`src/rtl/core/cherenkov_emission_point_finder_macros.svh`:
```
// ----------------------------------------------------------------------------
// Assertion macros
// Shared concurrent assertion wrappers for the emission point finder.
// ----------------------------------------------------------------------------
`ifndef CHERENKOV_EMISSION_POINT_FINDER_MACROS_SVH
`define CHERENKOV_EMISSION_POINT_FINDER_MACROS_SVH

`ifndef SYNTHESIS
`define CEPF_ASSERT(name, clk, rst_n, prop, msg) \
  name: assert property (@(posedge clk) disable iff (!rst_n) prop) else $error(msg);
`define CEPF_ASSERT_NEVER(name, clk, rst_n, expr, msg) \
  `CEPF_ASSERT(name, clk, rst_n, !(expr), msg)
`else
`define CEPF_ASSERT(name, clk, rst_n, prop, msg)
`define CEPF_ASSERT_NEVER(name, clk, rst_n, expr, msg)
`endif

`endif

```
`src/rtl/core/cepf_pkg.sv`:
```
// ----------------------------------------------------------------------------
// cepf_pkg
// Widths, types and constants of the emission point finder.
// ----------------------------------------------------------------------------
package cepf_pkg;

  localparam int POS_W        = 24;
  localparam int DIR_W        = 18;
  localparam int COS_W        = 17;
  localparam int REL_W        = 25;
  localparam int CNT_W        = 12;
  localparam int D2_W         = 36;
  localparam int DOT_W        = 45;
  localparam int PRD_W        = 43;
  localparam int MAG_W        = 44;
  localparam int Q_W          = 86;
  localparam int ACC_W        = 120;
  localparam int ROOT_W       = 60;
  localparam int UMUL_W       = 29;
  localparam int SH_W         = 7;
  localparam int CFG_IDX_W    = 3;
  localparam int CFG_DATA_W   = 24;
  localparam int QUEUE_DEPTH  = 2;
  localparam int MAX_HITS_DEF = 2048;

  localparam logic [POS_W-1:0] DIST_MAX   = 24'h7FFFFF;
  localparam logic [POS_W-1:0] DIST_MIN   = 24'h800000;
  localparam logic [DIR_W-1:0] DIR_Z_RST  = 18'h10000;
  localparam logic [COS_W-1:0] COS_SQ_RST = 17'd36193;

  typedef enum logic [CFG_IDX_W-1:0] {
    CFG_VERTEX_X,
    CFG_VERTEX_Y,
    CFG_VERTEX_Z,
    CFG_DIR_X,
    CFG_DIR_Y,
    CFG_DIR_Z,
    CFG_COS_SQ
  } cfg_idx_e;

  typedef enum logic [3:0] {
    S_IDLE,
    S_PROD,
    S_CLASS,
    S_SQ,
    S_SCALE,
    S_DIV1,
    S_SQRT,
    S_DIV2,
    S_EMIT
  } back_state_e;

  typedef struct packed {
    logic signed [REL_W-1:0] rel_x;
    logic signed [REL_W-1:0] rel_y;
    logic signed [REL_W-1:0] rel_z;
    logic                    sensor_kind;
    logic                    last_hit;
  } hit_t;

  typedef struct packed {
    logic signed [DIR_W-1:0] dir_x;
    logic signed [DIR_W-1:0] dir_y;
    logic signed [DIR_W-1:0] dir_z;
    logic [COS_W-1:0]        cos_sq;
  } track_t;

  typedef struct packed {
    logic             start;
    logic [ACC_W-1:0] dividend;
    logic [D2_W-1:0]  divisor;
  } div_req_t;

  typedef struct packed {
    logic             done;
    logic [ACC_W-1:0] quot;
  } div_rsp_t;

  typedef struct packed {
    logic             start;
    logic [ACC_W-1:0] radicand;
  } sqrt_req_t;

  typedef struct packed {
    logic              done;
    logic [ROOT_W-1:0] root;
  } sqrt_rsp_t;

endpackage

```
`src/rtl/core/cepf_div.sv`:
```
// ----------------------------------------------------------------------------
// cepf_div
// Restoring divider, one quotient bit per cycle.
// ----------------------------------------------------------------------------
module cepf_div (
  input  logic               clk_i,
  input  logic               rst_ni,
  input  cepf_pkg::div_req_t req_i,
  output cepf_pkg::div_rsp_t rsp_o
);
  import cepf_pkg::*;

  localparam int IT_W = $clog2(ACC_W);

  logic [ACC_W-1:0] n_q;
  logic [D2_W-1:0]  rem_q;
  logic [D2_W-1:0]  den_q;
  logic [IT_W-1:0]  it_q;
  logic             busy_q;
  logic             done_q;
  logic [D2_W:0]    rem_sh;
  logic [D2_W:0]    rem_sub;
  logic             ge;

  assign rem_sh  = {rem_q, n_q[ACC_W-1]};
  assign rem_sub = rem_sh - {1'b0, den_q};
  assign ge      = (rem_sh >= {1'b0, den_q});

  always_ff @(posedge clk_i or negedge rst_ni) begin
    if (!rst_ni) begin
      busy_q <= 1'b0;
      done_q <= 1'b0;
      it_q   <= '0;
    end else begin
      done_q <= 1'b0;
      if (req_i.start) begin
        busy_q <= 1'b1;
        it_q   <= '0;
      end else if (busy_q) begin
        it_q <= it_q + 1'b1;
        if (it_q == IT_W'(ACC_W - 1)) begin
          busy_q <= 1'b0;
          done_q <= 1'b1;
        end
      end
    end
  end

  always_ff @(posedge clk_i) begin
    if (req_i.start) begin
      n_q   <= req_i.dividend;
      den_q <= req_i.divisor;
      rem_q <= '0;
    end else if (busy_q) begin
      rem_q <= ge ? rem_sub[D2_W-1:0] : rem_sh[D2_W-1:0];
      n_q   <= {n_q[ACC_W-2:0], ge};
    end
  end

  assign rsp_o.done = done_q;
  assign rsp_o.quot = n_q;

endmodule

```
`config.mk`:
```
export PLATFORM = sky130hd
export DESIGN_NAME = cepf_div
export DESIGN_NICKNAME = d
export VERILOG_FILES = /design/src/rtl/core/cherenkov_emission_point_finder_macros.svh /design/src/rtl/core/cepf_pkg.sv /design/src/rtl/core/cepf_div.sv
export SDC_FILE = /design/constraint.sdc
export NUM_CORES = 1
export LEC_CHECK = 0
export ABC_AREA = 1
export BUFFER_PORTS_ARGS = -buffer_cell sky130_fd_sc_hd__buf_2
export CAP_MARGIN = 20
export CORE_ASPECT_RATIO = 1.5
export CORE_UTILIZATION = 37
export CTS_CLUSTER_DIAMETER = 120
export DETAILED_ROUTE_END_ITERATION = 8
export PLACE_DENSITY_LB_ADDON = 0.05
export SYNTH_ARGS = -nofsm -noshare
export SYNTH_HDL_FRONTEND = slang
export SYNTH_SLANG_ARGS = --single-unit
```
`constraint.sdc`:
```
create_clock -name clk_i -period 5.56 [get_ports clk_i]
set_clock_uncertainty 0.2 [all_clocks]
set_input_delay 0 -clock clk_i [delete_from_list [all_inputs] [get_ports clk_i]]
set_output_delay 0 -clock clk_i [all_outputs]
set_load 0.02 [all_outputs]
```
==> results.tsv, run 1 <==
stage	metric	value	unit
run_status	outcome	finished clean	
synth	number_of_nets_produced_by_synthesis	1622	
pwr	power_frac_comb	37.7	%
pwr	power.internal	3380	uW
setup_path	worstReg2RegStart	den_q[10]	
pwr	p_leak	0.00796	uW
timing	finalHoldViolations	0	
timing	layout_setup_ws	2.13	ns
drt	remaining_drc_errors	0	
setup_path	crit_family	simple AND/OR/NAND/NOR gates	
global_routing	initial_antenna_violation_count	1	
setup_path	crit_start	den_q[10]	
floorplan	die_x	144	um
synth	synthesis.area_per_instance	7.81	sq um
global_routing	globalRouteTotalUtil	23.6	%
pwr	p_clk_share	25.9	%
timing	rsz0062_at_grt	false	
floorplan	floorplan.die.height	214	um
synth	seq_area_frac_synth	50.6	%
setup_path	slowest_delay	0.68	ns
timing	period_minus_slack	3.43	ns
global_routing	grt.busiest_layer	met2	
global_routing	met3_routing_resource_usage_after_global_routing	4.85	%
synth	synthesis.yosys.warnings	0	
layout	syn_to_final_growth	38.6	%
timing	clock.fmax	292	MHz
timing	hold_ws	0.0215	ns
drt	route.final.wire_length	35100	um
drt	detail_route.iter0.violations	470	
pwr	ir_worst_vdd	246	uV
global_routing	grt_pass1_vias	11100	
clock_tree	cts_inserted_buffers	22	
setup_path	cp_num_buf_inv	3	
synth	synth_top_cells_by_count	668 x nand2_1, 180 x inv_1, 156 x edfxtp_1	
clock_tree	tritoncts	yes	
synth	ys_ff_latch	201	
drt	detail-route-antenna-nets	0	
floorplan	start_util	37.6	%
drt	drtPass1Iterations	4	
hold_path	hold_start	req_i[35]	
synth	synth-edff-count	156	
pwr	power.share.switching	37.1	%
clock_tree	cts.root.buffer_cell	clkbuf_16	
timing	slew_violations	0	
timing	timing.final.crit_share	61.7	%
timing	setup_total_negative_slack	0	ns
placement	routabilityCongestion	0.882	
placement	port_buffers	279	
global_routing	grt-ovfl-total	0	
floorplan	num_io_pins	280	
layout	final_layout_size_suffix_gt1_share	17.4	%
clock_tree	clkSlewWorstSetupHoldPaths	0.06	ns
synth	synthFlopType	edfxtp_1	
synth	netlist_area	0.0111	sq mm
floorplan	die_area	0.0308	sq mm
setup_path	worst_setup_path_end_kind	flip-flop	
timing	tightest_slew	0.921	ns
floorplan	placement_rows	77	
drt	detailroute.via_count	10500	
setup_path	arrival_time_worst_endpoint	3.67	ns
clock_tree	clk_path_buf_depth	3	
setup_path	criticalPathCategory	flip-flop to flip-flop	
synth	yosysTopAreaCellShare	42.1	%
setup_path	worst_path_required_time	5.80	ns
synth	synth_largest_area_cell	edfxtp_1	
clock_tree	post-cts-setup-buffer-count	0	
clock_tree	clock_tree.htree_level_count	1	
pwr	reg_power_share	36.4	%
setup_path	critical_path.cell_chain	inv_1, ha_1, nand2_1, inv_1, nand2_1, inv_1, a21oi_1, nand2_2, nand2_2, nand2_2, nand2_2, nand2_4, nand2_1, nand3_1, o21ai_0	
drt	viasPerCell	4.57	
clock_tree	skew_pair_late_insertion_delay	0.53	ns
synth	async_reset_ff_share	4.48	%
synth	yosys.cell_count.top_type	nand2_1	
placement	pre_cts_setup_slack	2.11	ns
global_routing	grtUsageMet2	44.0	%
placement	post-dp-hpwl	25000	um
job	drv.max_cap_violation_count	0	
layout	num-nets-final	2078	
global_routing	grt_first_pass_wirelength	56300	um
hold_path	timing.hold.worst.class	input pin to flip-flop	
setup_path	setup.worst_path.start_class	flip-flop	
setup_path	critPathMaxFanout	38	
setup_path	path_common_cell	nand2_2	
timing	timing.slew.headroom	38.4	%
pwr	total_switching_power	2000	uW
clock_tree	clock-sinks	201	
timing	final-setup-viol-count	0	
setup_path	cp_slowest_cell	nand2_2	
synth	synth.top_cells.by_area	edfxtp_1 42%, nand2_1 23%, dfxtp_1 6.5%	
pwr	p_per_area	348	mW/mm^2
floorplan	core_ar	0.0296	sq mm
global_routing	use_met1	24.4	%
synth	synthesis.instances	1425	
synth	ys_types	38	
drt	routedWlPerCell	15.3	um
global_routing	largest_net_degree_at_the_start_of_global_routing	82	
[worst register-to-register path: cells and delay by family (launching register included)]
kind / cells / cell delay (ns)
buffers and inverters: 3 / 0.20
AND/OR/NAND/NOR: 9 / 2.04
adder cells (fa/ha/maj): 1 / 0.27
AO/OA/AOI/OAI: 2 / 0.27
flip-flops: 1 / 0.37
[kinds of logic (layout without fill, tap and decap cells)]
logic type,count (synthesis),in the layout,synth area share (%)
simple gates,874,874,32.0
buf+inv,227,699,8.33
flops,201,201,50.6
compound gates,67,67,3.27
fa+ha+maj,38,38,4.34
xor+xnor,18,18,1.42
other cells,0,1,0
[area by class of cell]
type / instances / area (sq um)
diodes: 1 / 2.50
clock buffers: 33 / 633
clock inverters: 7 / 28.8
fillers: 2966 / 14200
inverters: 181 / 684
multi-input cells: 997 / 4570
flip-flops and latches: 201 / 5630
well taps: 395 / 494
repair buffers: 478 / 3380
[state kept, by name (all words and copies together) (netlist names)]
name and count:
n_q 120, it_q 7, den_q 36, busy_q 1, rem_q 36, done_q 1
[worst paths after layout]
path / end / slack [ns] / cells after the start
setup / recovery: rem_q[11] / 2.13 / 15
hold / removal: den_q[35] / 0.02 / 2
setup reg to reg: rem_q[11] / 2.13 / 15
hold reg to reg: it_q[6] / 0.27 / 1
max in group asynchronous: done_q / 4.54 / 3
min in group asynchronous: it_q[3] / 0.31 / 3
[timing repair]
action,in CTS,in global routing
resized for setup,0,0
endpoints found under the hold margin,196,0
hold buffers,192,0
[cells in the final DEF (no fill, tap or decap), types with 2 or more instances in the layout]
cell type,count
nand2_2,5
a21o_1,3
nor2_2,2
nand3b_1,21
nand3_2,4
xor2_1,4
clkbuf_1,8
nor2_1,66
buf_4,7
nand2_1,668
inv_1,178
clkinv_2,2
dfrtp_1,9
ha_1,37
xnor2_1,14
o21ai_0,25
edfxtp_1,156
clkbuf_8,2
dlygate4sd3_1,192
o21ai_1,5
nor3_1,11
clkbuf_16,23
a21oi_1,27
o21bai_1,3
nand4_1,5
dfxtp_1,36
inv_4,2
clkinv_1,5
nand3_1,87
buf_2,278
[through the flow]
stage                     cell area [sq um]  util [%]  power (uW)  std cells
after floorplan                       11100         -        3380       1425
after CTS                             15400      52.1        5440       2292
after global placement                12800      43.4        3910       2060
after global routing                  15400      52.1        5770       2293
after detailed placement              12800      43.4        3910       2060
final                                 15400      52.1        5370       2293
[power by group through the flow]
| stage | Combinational, uW | Sequential, uW | Clock [uW] |
|---|---|---|---|
| 2_1_floorplan | 1310 | 2060 | 0 |
| 3_3_place_gp | 1930 | 1980 | 0 |
| 3_5_place_dp | 1930 | 1980 | 0 |
| 4_1_cts | 2050 | 1960 | 1440 |
| 5_1_grt | 2290 | 1980 | 1490 |
| 6_report | 2030 | 1960 | 1390 |
[routing by layer]
layer / part of all wire (%) / vias up
li1: - / 5405
met1: 37 / 4729
met2: 52 / 277
met3: 5.6 / 73
met4: 4.7 / 0
met5: 0 / -
Power figures use the tool's default switching activity.
==> inputs of run 2 (changes only) <==
--- a/config.mk
+++ b/config.mk
@@ -5,7 +5,7 @@
 export SDC_FILE = /design/constraint.sdc
 export NUM_CORES = 1
 export LEC_CHECK = 0
-export ABC_AREA = 1
+export ABC_AREA = 0
 export BUFFER_PORTS_ARGS = -buffer_cell sky130_fd_sc_hd__buf_2
 export CAP_MARGIN = 20
 export CORE_ASPECT_RATIO = 1.5
==> constraint.sdc (replaced) <==
create_clock -name clk_i -period 2.88 [get_ports clk_i]
set_clock_uncertainty 0.2 [all_clocks]
set_input_delay 0 -clock clk_i [delete_from_list [all_inputs] [get_ports clk_i]]
set_output_delay 0 -clock clk_i [all_outputs]
set_load 0.02 [all_outputs]
==> run 2 against run 1 <==
Compared with the run above:
- the flow now finishes with violations (DRC, setup timing)
- cell area increased by 8.1%
- non-clock buffer count up 149
- first-iteration DRC count is 37% lower
- via count down 14%
- clock power increased by 100%
- register-to-register slack got worse by 2.2 ns
==> results.tsv, run 2 <==
stage	metric	value	unit	change
hold_path	timing.hold.worst.class	input pin to flip-flop		
layout	biggest_register	n_q		
layout	biggestRegsByFlops	n_q (120), den_q (36), rem_q (36)		
layout	final_layout_size_suffix_gt1_share	47.5	%	+30 points
timing	tightest_slew	0.734	ns	-0.187 ns
synth	async_reset_ff_share	4.48	%	unchanged
synth	synth-edff-count	156		unchanged
run_status	outcome	complete, but fails checks		
setup_path	worstReg2RegStart	rem_q[20]		
synth	yosysTopAreaCellShare	44.9	%	+2.8 points
synth	ys_types	68		+79%
placement	routabilityCongestion	0.915		+3.7%
timing	timing.final.crit_share	104	%	+42 points
setup_path	setup.reg_to_reg.worst_slack	-0.12	ns	-2.25 ns
setup_path	slowest_delay	0.42	ns	-0.26 ns
placement	post-dp-hpwl	21700	um	-13%
run_status	violations	DRC, setup timing		
layout	num-nets-final	1641		-21%
floorplan	placement_rows	74		-3.9%
clock_tree	clk_path_buf_depth	3		unchanged
synth	synthesis.yosys.warnings	0		unchanged
setup_path	arrival_time_worst_endpoint	3.22	ns	-0.45 ns
layout	layout.cells.most_common	buf_2		
clock_tree	cts_inserted_buffers	23		+4.5%
layout	syn_to_final_growth	59.7	%	
synth	synth.top_cells.by_area	edfxtp_1 45%, mux2_2 13%, dfxtp_1 6.9%		
layout	largest_reg_flops	120		unchanged
synth	synth_largest_area_cell	edfxtp_1		
global_routing	largest_net_degree_at_the_start_of_global_routing	121		+48%
floorplan	start_util	38.0	%	+0.34 points
synth	netlist_area	0.0104	sq mm	-6.2%
global_routing	globalRouteTotalUtil	21.9	%	-1.7 points
global_routing	grt_pass1_vias	9517		-15%
synth	yosys.cell_count.top_type	edfxtp_1		
synth	ys_ff_latch	201		unchanged
setup_path	crit_family	compound AO/OA/AOI/OAI gates		
placement	pre_cts_setup_slack	-0.183	ns	-2.29 ns
placement	detailed_place.area	0.0129	sq mm	+0.47%
clock_tree	tritoncts	yes		
timing	finalHoldViolations	0		unchanged
timing	slew_violations	0		unchanged
clock_tree	skew_pair_late_insertion_delay	0.52	ns	about the same
drt	viasPerCell	5.00		+9.3%
setup_path	critPathMaxFanout	4		-89%
drt	detailroute.via_count	9002		-14%
job	drv.max_cap_violation_count	0		unchanged
pwr	ir_worst_vdd	497	uV	+100%
timing	layout_setup_ws	-0.117	ns	-2.25 ns
floorplan	die_area	0.0289	sq mm	-6.1%
synth	number_of_nets_produced_by_synthesis	1040		-36%
layout	diodes	0		-1
drt	detail_route.iter0.violations	294		-37%
timing	final-setup-viol-count	3		+3
layout	finish.instance_area	0.0167	sq mm	+8.1%
layout	area_of_all_sequential_standard_cells	0.00563	sq mm	about the same
setup_path	cp_num_buf_inv	1		-2
setup_path	criticalPathCategory	flip-flop to flip-flop		
global_routing	initial_antenna_violation_count	0		-1
floorplan	num_io_pins	280		unchanged
drt	remaining_drc_errors	3		+3
clock_tree	clock_tree.htree_level_count	1		unchanged
clock_tree	clock-sinks	201		unchanged
placement	port_buffers	279		unchanged
layout	finalNonFillerCells	1802		-21%
timing	timing.slew.headroom	51.1	%	+13 points
setup_path	cp_slowest_cell	dfxtp_1		
floorplan	floorplan.die.height	208	um	-3.1%
hold_path	hold_start	req_i[33]		
placement	place.detailed.instances	1515		-26%
floorplan	die_x	139	um	-3.1%
synth	synthFlopType	edfxtp_1		
pwr	p_per_area	470	mW/mm^2	+35%
synth	seq_area_frac_synth	53.9	%	+3.3 points
drt	drtPass1Iterations	8		+4
drt	routedWlPerCell	17.8	um	+16%
timing	period_minus_slack	3.00	ns	-0.433 ns
synth	synthesis.instances	843		-41%
timing	clock.fmax	334	MHz	+14%
setup_path	crit_start	rem_q[20]		
setup_path	critical_path.cell_chain	ha_2, a21oi_1, o21ai_1, a211oi_2, o41ai_4, buf_4, a311oi_4, and4b_1, o31ai_1, a311oi_1		
drt	route.final.wire_length	32000	um	-8.8%
drt	detail-route-antenna-nets	0		unchanged
synth	synth_top_cells_by_count	156 x edfxtp_1, 119 x mux2_2, 55 x nor2_1		
setup_path	worst_setup_path_end_kind	flip-flop		
floorplan	core_ar	0.0275	sq mm	-7.0%
setup_path	setup.worst_path.start_class	flip-flop		
layout	n_fill_cell	2267		-24%
layout	layout_common_cells	278 x buf_2, 211 x dlygate4sd3_1, 156 x edfxtp_1		
setup_path	worst_path_required_time	3.10	ns	-2.70 ns
clock_tree	clkSlewWorstSetupHoldPaths	0.06	ns	about the same
clock_tree	cts.root.buffer_cell	clkbuf_16		
layout	multi_input_comb_area	0.00502	sq mm	+9.7%
global_routing	grt_first_pass_wirelength	49800	um	-11%
synth	synthesis.area_per_instance	12.4	sq um	+59%
pwr	p_leak	0.00703	uW	-12%
global_routing	grt-ovfl-total	0		unchanged
timing	rsz0062_at_grt	true		
[run 2: area by class of cell]
cell class,count,area share [%]
clock buffers,25,3.50
clock inverters,16,0.683
inverters,48,1.12
well taps,342,2.57
multi-input cells,543,30.1
flip-flops and latches,201,33.8
repair buffers,627,28.3
[run 2: timing repair]
action,CTS,global route
buffers inserted,23,13
hold buffers,211,0
pin swaps,26,32
endpoints found under the hold margin,180,0
gates cloned,1,1
setup endpoints to repair,37,37
gates resized for setup,33,111
[run 2: path summary, 6_finish.rpt]
check,end,cells after the start
min in group asynchronous,it_q[1],3
max reg2reg,rem_q[34],10
min reg2reg,rem_q[12],2
max,rem_q[34],10
max in group asynchronous,busy_q,3
min,den_q[33],2
[run 2: per-stage QoR]
stage | power, uW | setup TNS [ns] | utilization [%] | hold slack (ns)
3_5_place_dp | 4730 | -2.46 | 46.9 | -0.327
5_1_grt | 8130 | -2.02 | 60.6 | 0.000804
6_report | 7830 | -0.251 | 60.6 | 0.00753
3_3_place_gp | 4730 | -2.32 | 46.9 | -0.324
2_1_floorplan | 4220 | -35.04 | - | -0.496
4_1_cts | 7820 | -0.339 | 58.4 | 0.00299
[run 2: routing by layer]
metal | vias to the layer above | part of all wire, % | GRT usage, %
li1 | 4344 | - | -
met1 | 4377 | 37 | 22.5
met2 | 232 | 56 | 43.4
met3 | 49 | 5.1 | 4.61
met4 | 0 | 2.2 | 6.36
met5 | - | 0 | 0
[run 2: logic make-up after synthesis]
kind of cell	Yosys count	synth area share [%]
muxes	150	15.8
buffers and inverters	99	4.14
adders and majority gates	38	4.63
AOI/OAI and AO/OA	157	10.9
and+or+nand+nor	162	7.59
DFF	201	53.9
xor gates and xnor gates	36	3.02
[run 2: worst register-to-register path: stages (launching register included)]
cell      delay [ns]
dfxtp_1         0.42
ha_2            0.34
a21oi_1         0.21
o21ai_1         0.17
a211oi_2        0.34
o41ai_4         0.13
buf_4           0.17
a311oi_4        0.33
and4b_1         0.25
o31ai_1         0.06
a311oi_1        0.29
[run 2: power breakdown]
group / internal [uW] / total, uW / switching (uW)
Clock: 1560 / 2790 / 1240
Sequential: 3390 / 3510 / 123
Combinational: 773 / 1520 / 749
==> inputs of run 3 (changes only) <==
==> constraint.sdc (replaced) <==
create_clock -name clk_i -period 3.9 [get_ports clk_i]
set_clock_uncertainty 0.2 [all_clocks]
set_input_delay 0 -clock clk_i [delete_from_list [all_inputs] [get_ports clk_i]]
set_output_delay 0 -clock clk_i [all_outputs]
set_load 0.02 [all_outputs]
==> run 3 against run 2 <==
Compared with the run above:
- maximum frequency shrank 12%
- largest cell class unchanged
- the flow finishes with violations (DRC)
- sequential cell count is the same
- first-iteration DRC count grew 26%
==> results.tsv, run 3 (synthesis gave the netlist of run 2 again) <==
stage	metric	value	unit	change
global_routing	largest_net_degree_at_the_start_of_global_routing	94		-22%
drt	remaining_drc_errors	2		-1
global_routing	globalRouteTotalUtil	20.8	%	-1.1 points
placement	post-dp-hpwl	20900	um	-3.3%
setup_path	setup.reg_to_reg.worst_slack	0.49	ns	+0.61 ns
drt	routedWlPerCell	17.9	um	+0.62%
layout	largest_reg_flops	120		unchanged
clock_tree	clock_tree.htree_level_count	1		unchanged
setup_path	worst_setup_path_end_kind	flip-flop		
pwr	p_per_area	393	mW/mm^2	-16%
global_routing	use_met1	22.3	%	-0.20 points
hold_path	min_path_cells	2		unchanged
drt	detail-route-antenna-nets	0		unchanged
setup_path	cp_slowest_cell	dlygate4sd3_1		
hold_path	timing.hold.worst_endpoint	den_q[6]		
placement	port_buffers	279		unchanged
floorplan	num_io_pins	280		unchanged
setup_path	worst-r2r-cell-count	11		+1
layout	layout.cells.most_common	buf_2		
layout	biggestRegsByFlops	n_q (120), den_q (36), rem_q (36)		
timing	tightest_slew	0.574	ns	-0.159 ns
timing	period_minus_slack	3.41	ns	+0.412 ns
clock_tree	tritoncts	yes		
drt	detailroute.via_count	8386		-6.8%
global_routing	grt-ovfl-total	0		unchanged
hold_path	hold_start	req_i[6]		
layout	final_layout_size_suffix_gt1_share	34.7	%	-13 points
global_routing	grtUsageMet2	39.1	%	-4.4 points
timing	timing.final.crit_share	87.4	%	-17 points
setup_path	slowest_delay	0.57	ns	+0.15 ns
setup_path	arrival_time_worst_endpoint	3.48	ns	+0.26 ns
clock_tree	clk_path_buf_depth	3		unchanged
placement	pre_cts_setup_slack	0.557	ns	+0.740 ns
floorplan	die_area	0.0289	sq mm	unchanged
drt	drtPass1Iterations	9		+1
placement	detailed_place.area	0.0121	sq mm	-5.9%
clock_tree	post_cts_resize_count	0		-100%
job	drv.max_cap_violation_count	0		unchanged
placement	place.detailed.instances	1422		-6.1%
clock_tree	cts_inserted_buffers	24		+4.3%
global_routing	met3_routing_resource_usage_after_global_routing	4.43	%	-0.18 points
hold_path	timing.hold.worst.class	input pin to flip-flop		
setup_path	worstReg2RegStart	den_q[12]		
layout	syn_to_final_growth	43.4	%	
pwr	ir_worst_vdd	373	uV	-25%
timing	finalHoldViolations	0		unchanged
pwr	p_leak	0.00632	uW	-10%
drt	viasPerCell	5.02		+0.52%
timing	rsz0062_at_grt	false		
layout	num-nets-final	1507		-8.2%
global_routing	grt_first_pass_wirelength	47600	um	-4.5%
setup_path	crit_family	compound AO/OA/AOI/OAI gates		
timing	clock.fmax	293	MHz	-12%
layout	biggest_register	n_q		
drt	route.final.wire_length	29900	um	-6.8%
setup_path	criticalPathCategory	flip-flop to flip-flop		
drt	detail_route.iter0.violations	369		+26%
setup_path	worst_path_required_time	3.97	ns	+0.87 ns
setup_path	critical_path.cell_chain	inv_1, ha_1, a21oi_1, o21ai_1, or3_1, a211o_1, o211ai_2, o211ai_4, nand2_1, o21ai_0, dlygate4sd3_1		
clock_tree	skew_pair_late_insertion_delay	0.52	ns	about the same
layout	diodes	0		unchanged
timing	layout_setup_ws	0.491	ns	+0.608 ns
global_routing	grt_pass1_vias	9093		-4.5%
run_status	outcome	complete, but fails checks		
layout	n_fill_cell	2433		+7.3%
timing	timing.slew.headroom	61.7	%	+11 points
timing	final-setup-viol-count	0		-3
setup_path	setup.worst_path.start_class	flip-flop		
global_routing	grt.busiest_layer	met2		
placement	routabilityCongestion	0.841		-8.1%
setup_path	critPathMaxFanout	10		+6
layout	finish.instance_area	0.0150	sq mm	-10%
layout	finalNonFillerCells	1670		-7.3%
run_status	violations	DRC		
setup_path	cp_num_buf_inv	2		+1
floorplan	floorplan.die.height	208	um	unchanged
setup_path	critical_register_to_register_path_endpoint	n_q[0]		
clock_tree	clkSlewWorstSetupHoldPaths	0.06	ns	about the same
floorplan	placement_rows	74		unchanged
clock_tree	clock-sinks	201		unchanged
timing	setup_total_negative_slack	0	ns	+0.251 ns
global_routing	initial_antenna_violation_count	0		unchanged
layout	layout_common_cells	278 x buf_2, 204 x dlygate4sd3_1, 156 x edfxtp_1		
clock_tree	cts.root.buffer_cell	clkbuf_16		
floorplan	start_util	38.0	%	unchanged
timing	slew_violations	0		unchanged
floorplan	die_x	139	um	unchanged
floorplan	core_ar	0.0275	sq mm	unchanged
-- run 3: cell types whose count changed in the layout (fill, tap and decap cells not counted), sizes merged --
cell and change:
clkbuf +6, clkinv -4, bufinv +2, buf -127, clkinvlp -2, dlygate4sd3 -7
-- run 3: power breakdown --
part	switching [uW]	total (uW)	internal [uW]
Clock	908	2310	1400
Sequential	89.5	2600	2510
Combinational	497	977	481
Total	1490	5880	4390
-- run 3: worst max path at each step --
stage                 to  startpoint  cells past startpoint
2_1_floorplan     n_q[0]      busy_q                      4
3_3_place_gp   rem_q[34]    n_q[119]                     12
3_5_place_dp   rem_q[34]    n_q[119]                     12
4_1_cts           n_q[0]   den_q[12]                     11
5_1_grt        rem_q[34]    n_q[119]                     12
6_report          n_q[0]   den_q[12]                     11
-- run 3: timing repair --
action,CTS,global route
hold endpoints to repair,197,0
buffers inserted,0,0
hold buffers,204,0
-- run 3: metrics by stage --
step                      util [%]  power [uW]  hold slack (ns)
after floorplan                  -        3110           -0.496
after global placement        44.1        3440           -0.326
after detailed placement      44.1        3440           -0.333
after CTS                     54.4        5950          0.00298
after global routing          54.4        6120           0.0134
final                         54.4        5880          0.00823
-- run 3: area by class of cell --
type,count,area (sq um),area share [%]
timing repair buffer,492,3550,23.7
multi-input combinational,543,4380,29.2
tap,342,428,2.86
inverter,48,184,1.23
clock inverter,12,129,0.861
sequential,201,5630,37.6
clock buffer,32,672,4.49
-- run 3: worst register-to-register path, cell delays in order, from the launching register on --
cell           delay, ns
edfxtp_1            0.33
inv_1               0.04
ha_1                0.42
a21oi_1             0.27
o21ai_1             0.16
or3_1               0.33
a211o_1             0.24
o211ai_2            0.15
o211ai_4            0.12
nand2_1             0.23
o21ai_0             0.10
dlygate4sd3_1       0.57
-- run 3: layer usage --
layer | routed length, um | up-vias
met3 | 1700 | 56
met5 | 0 | -
li1 | - | 4083
met4 | 1040 | 0
met2 | 16000 | 237
met1 | 11100 | 4010
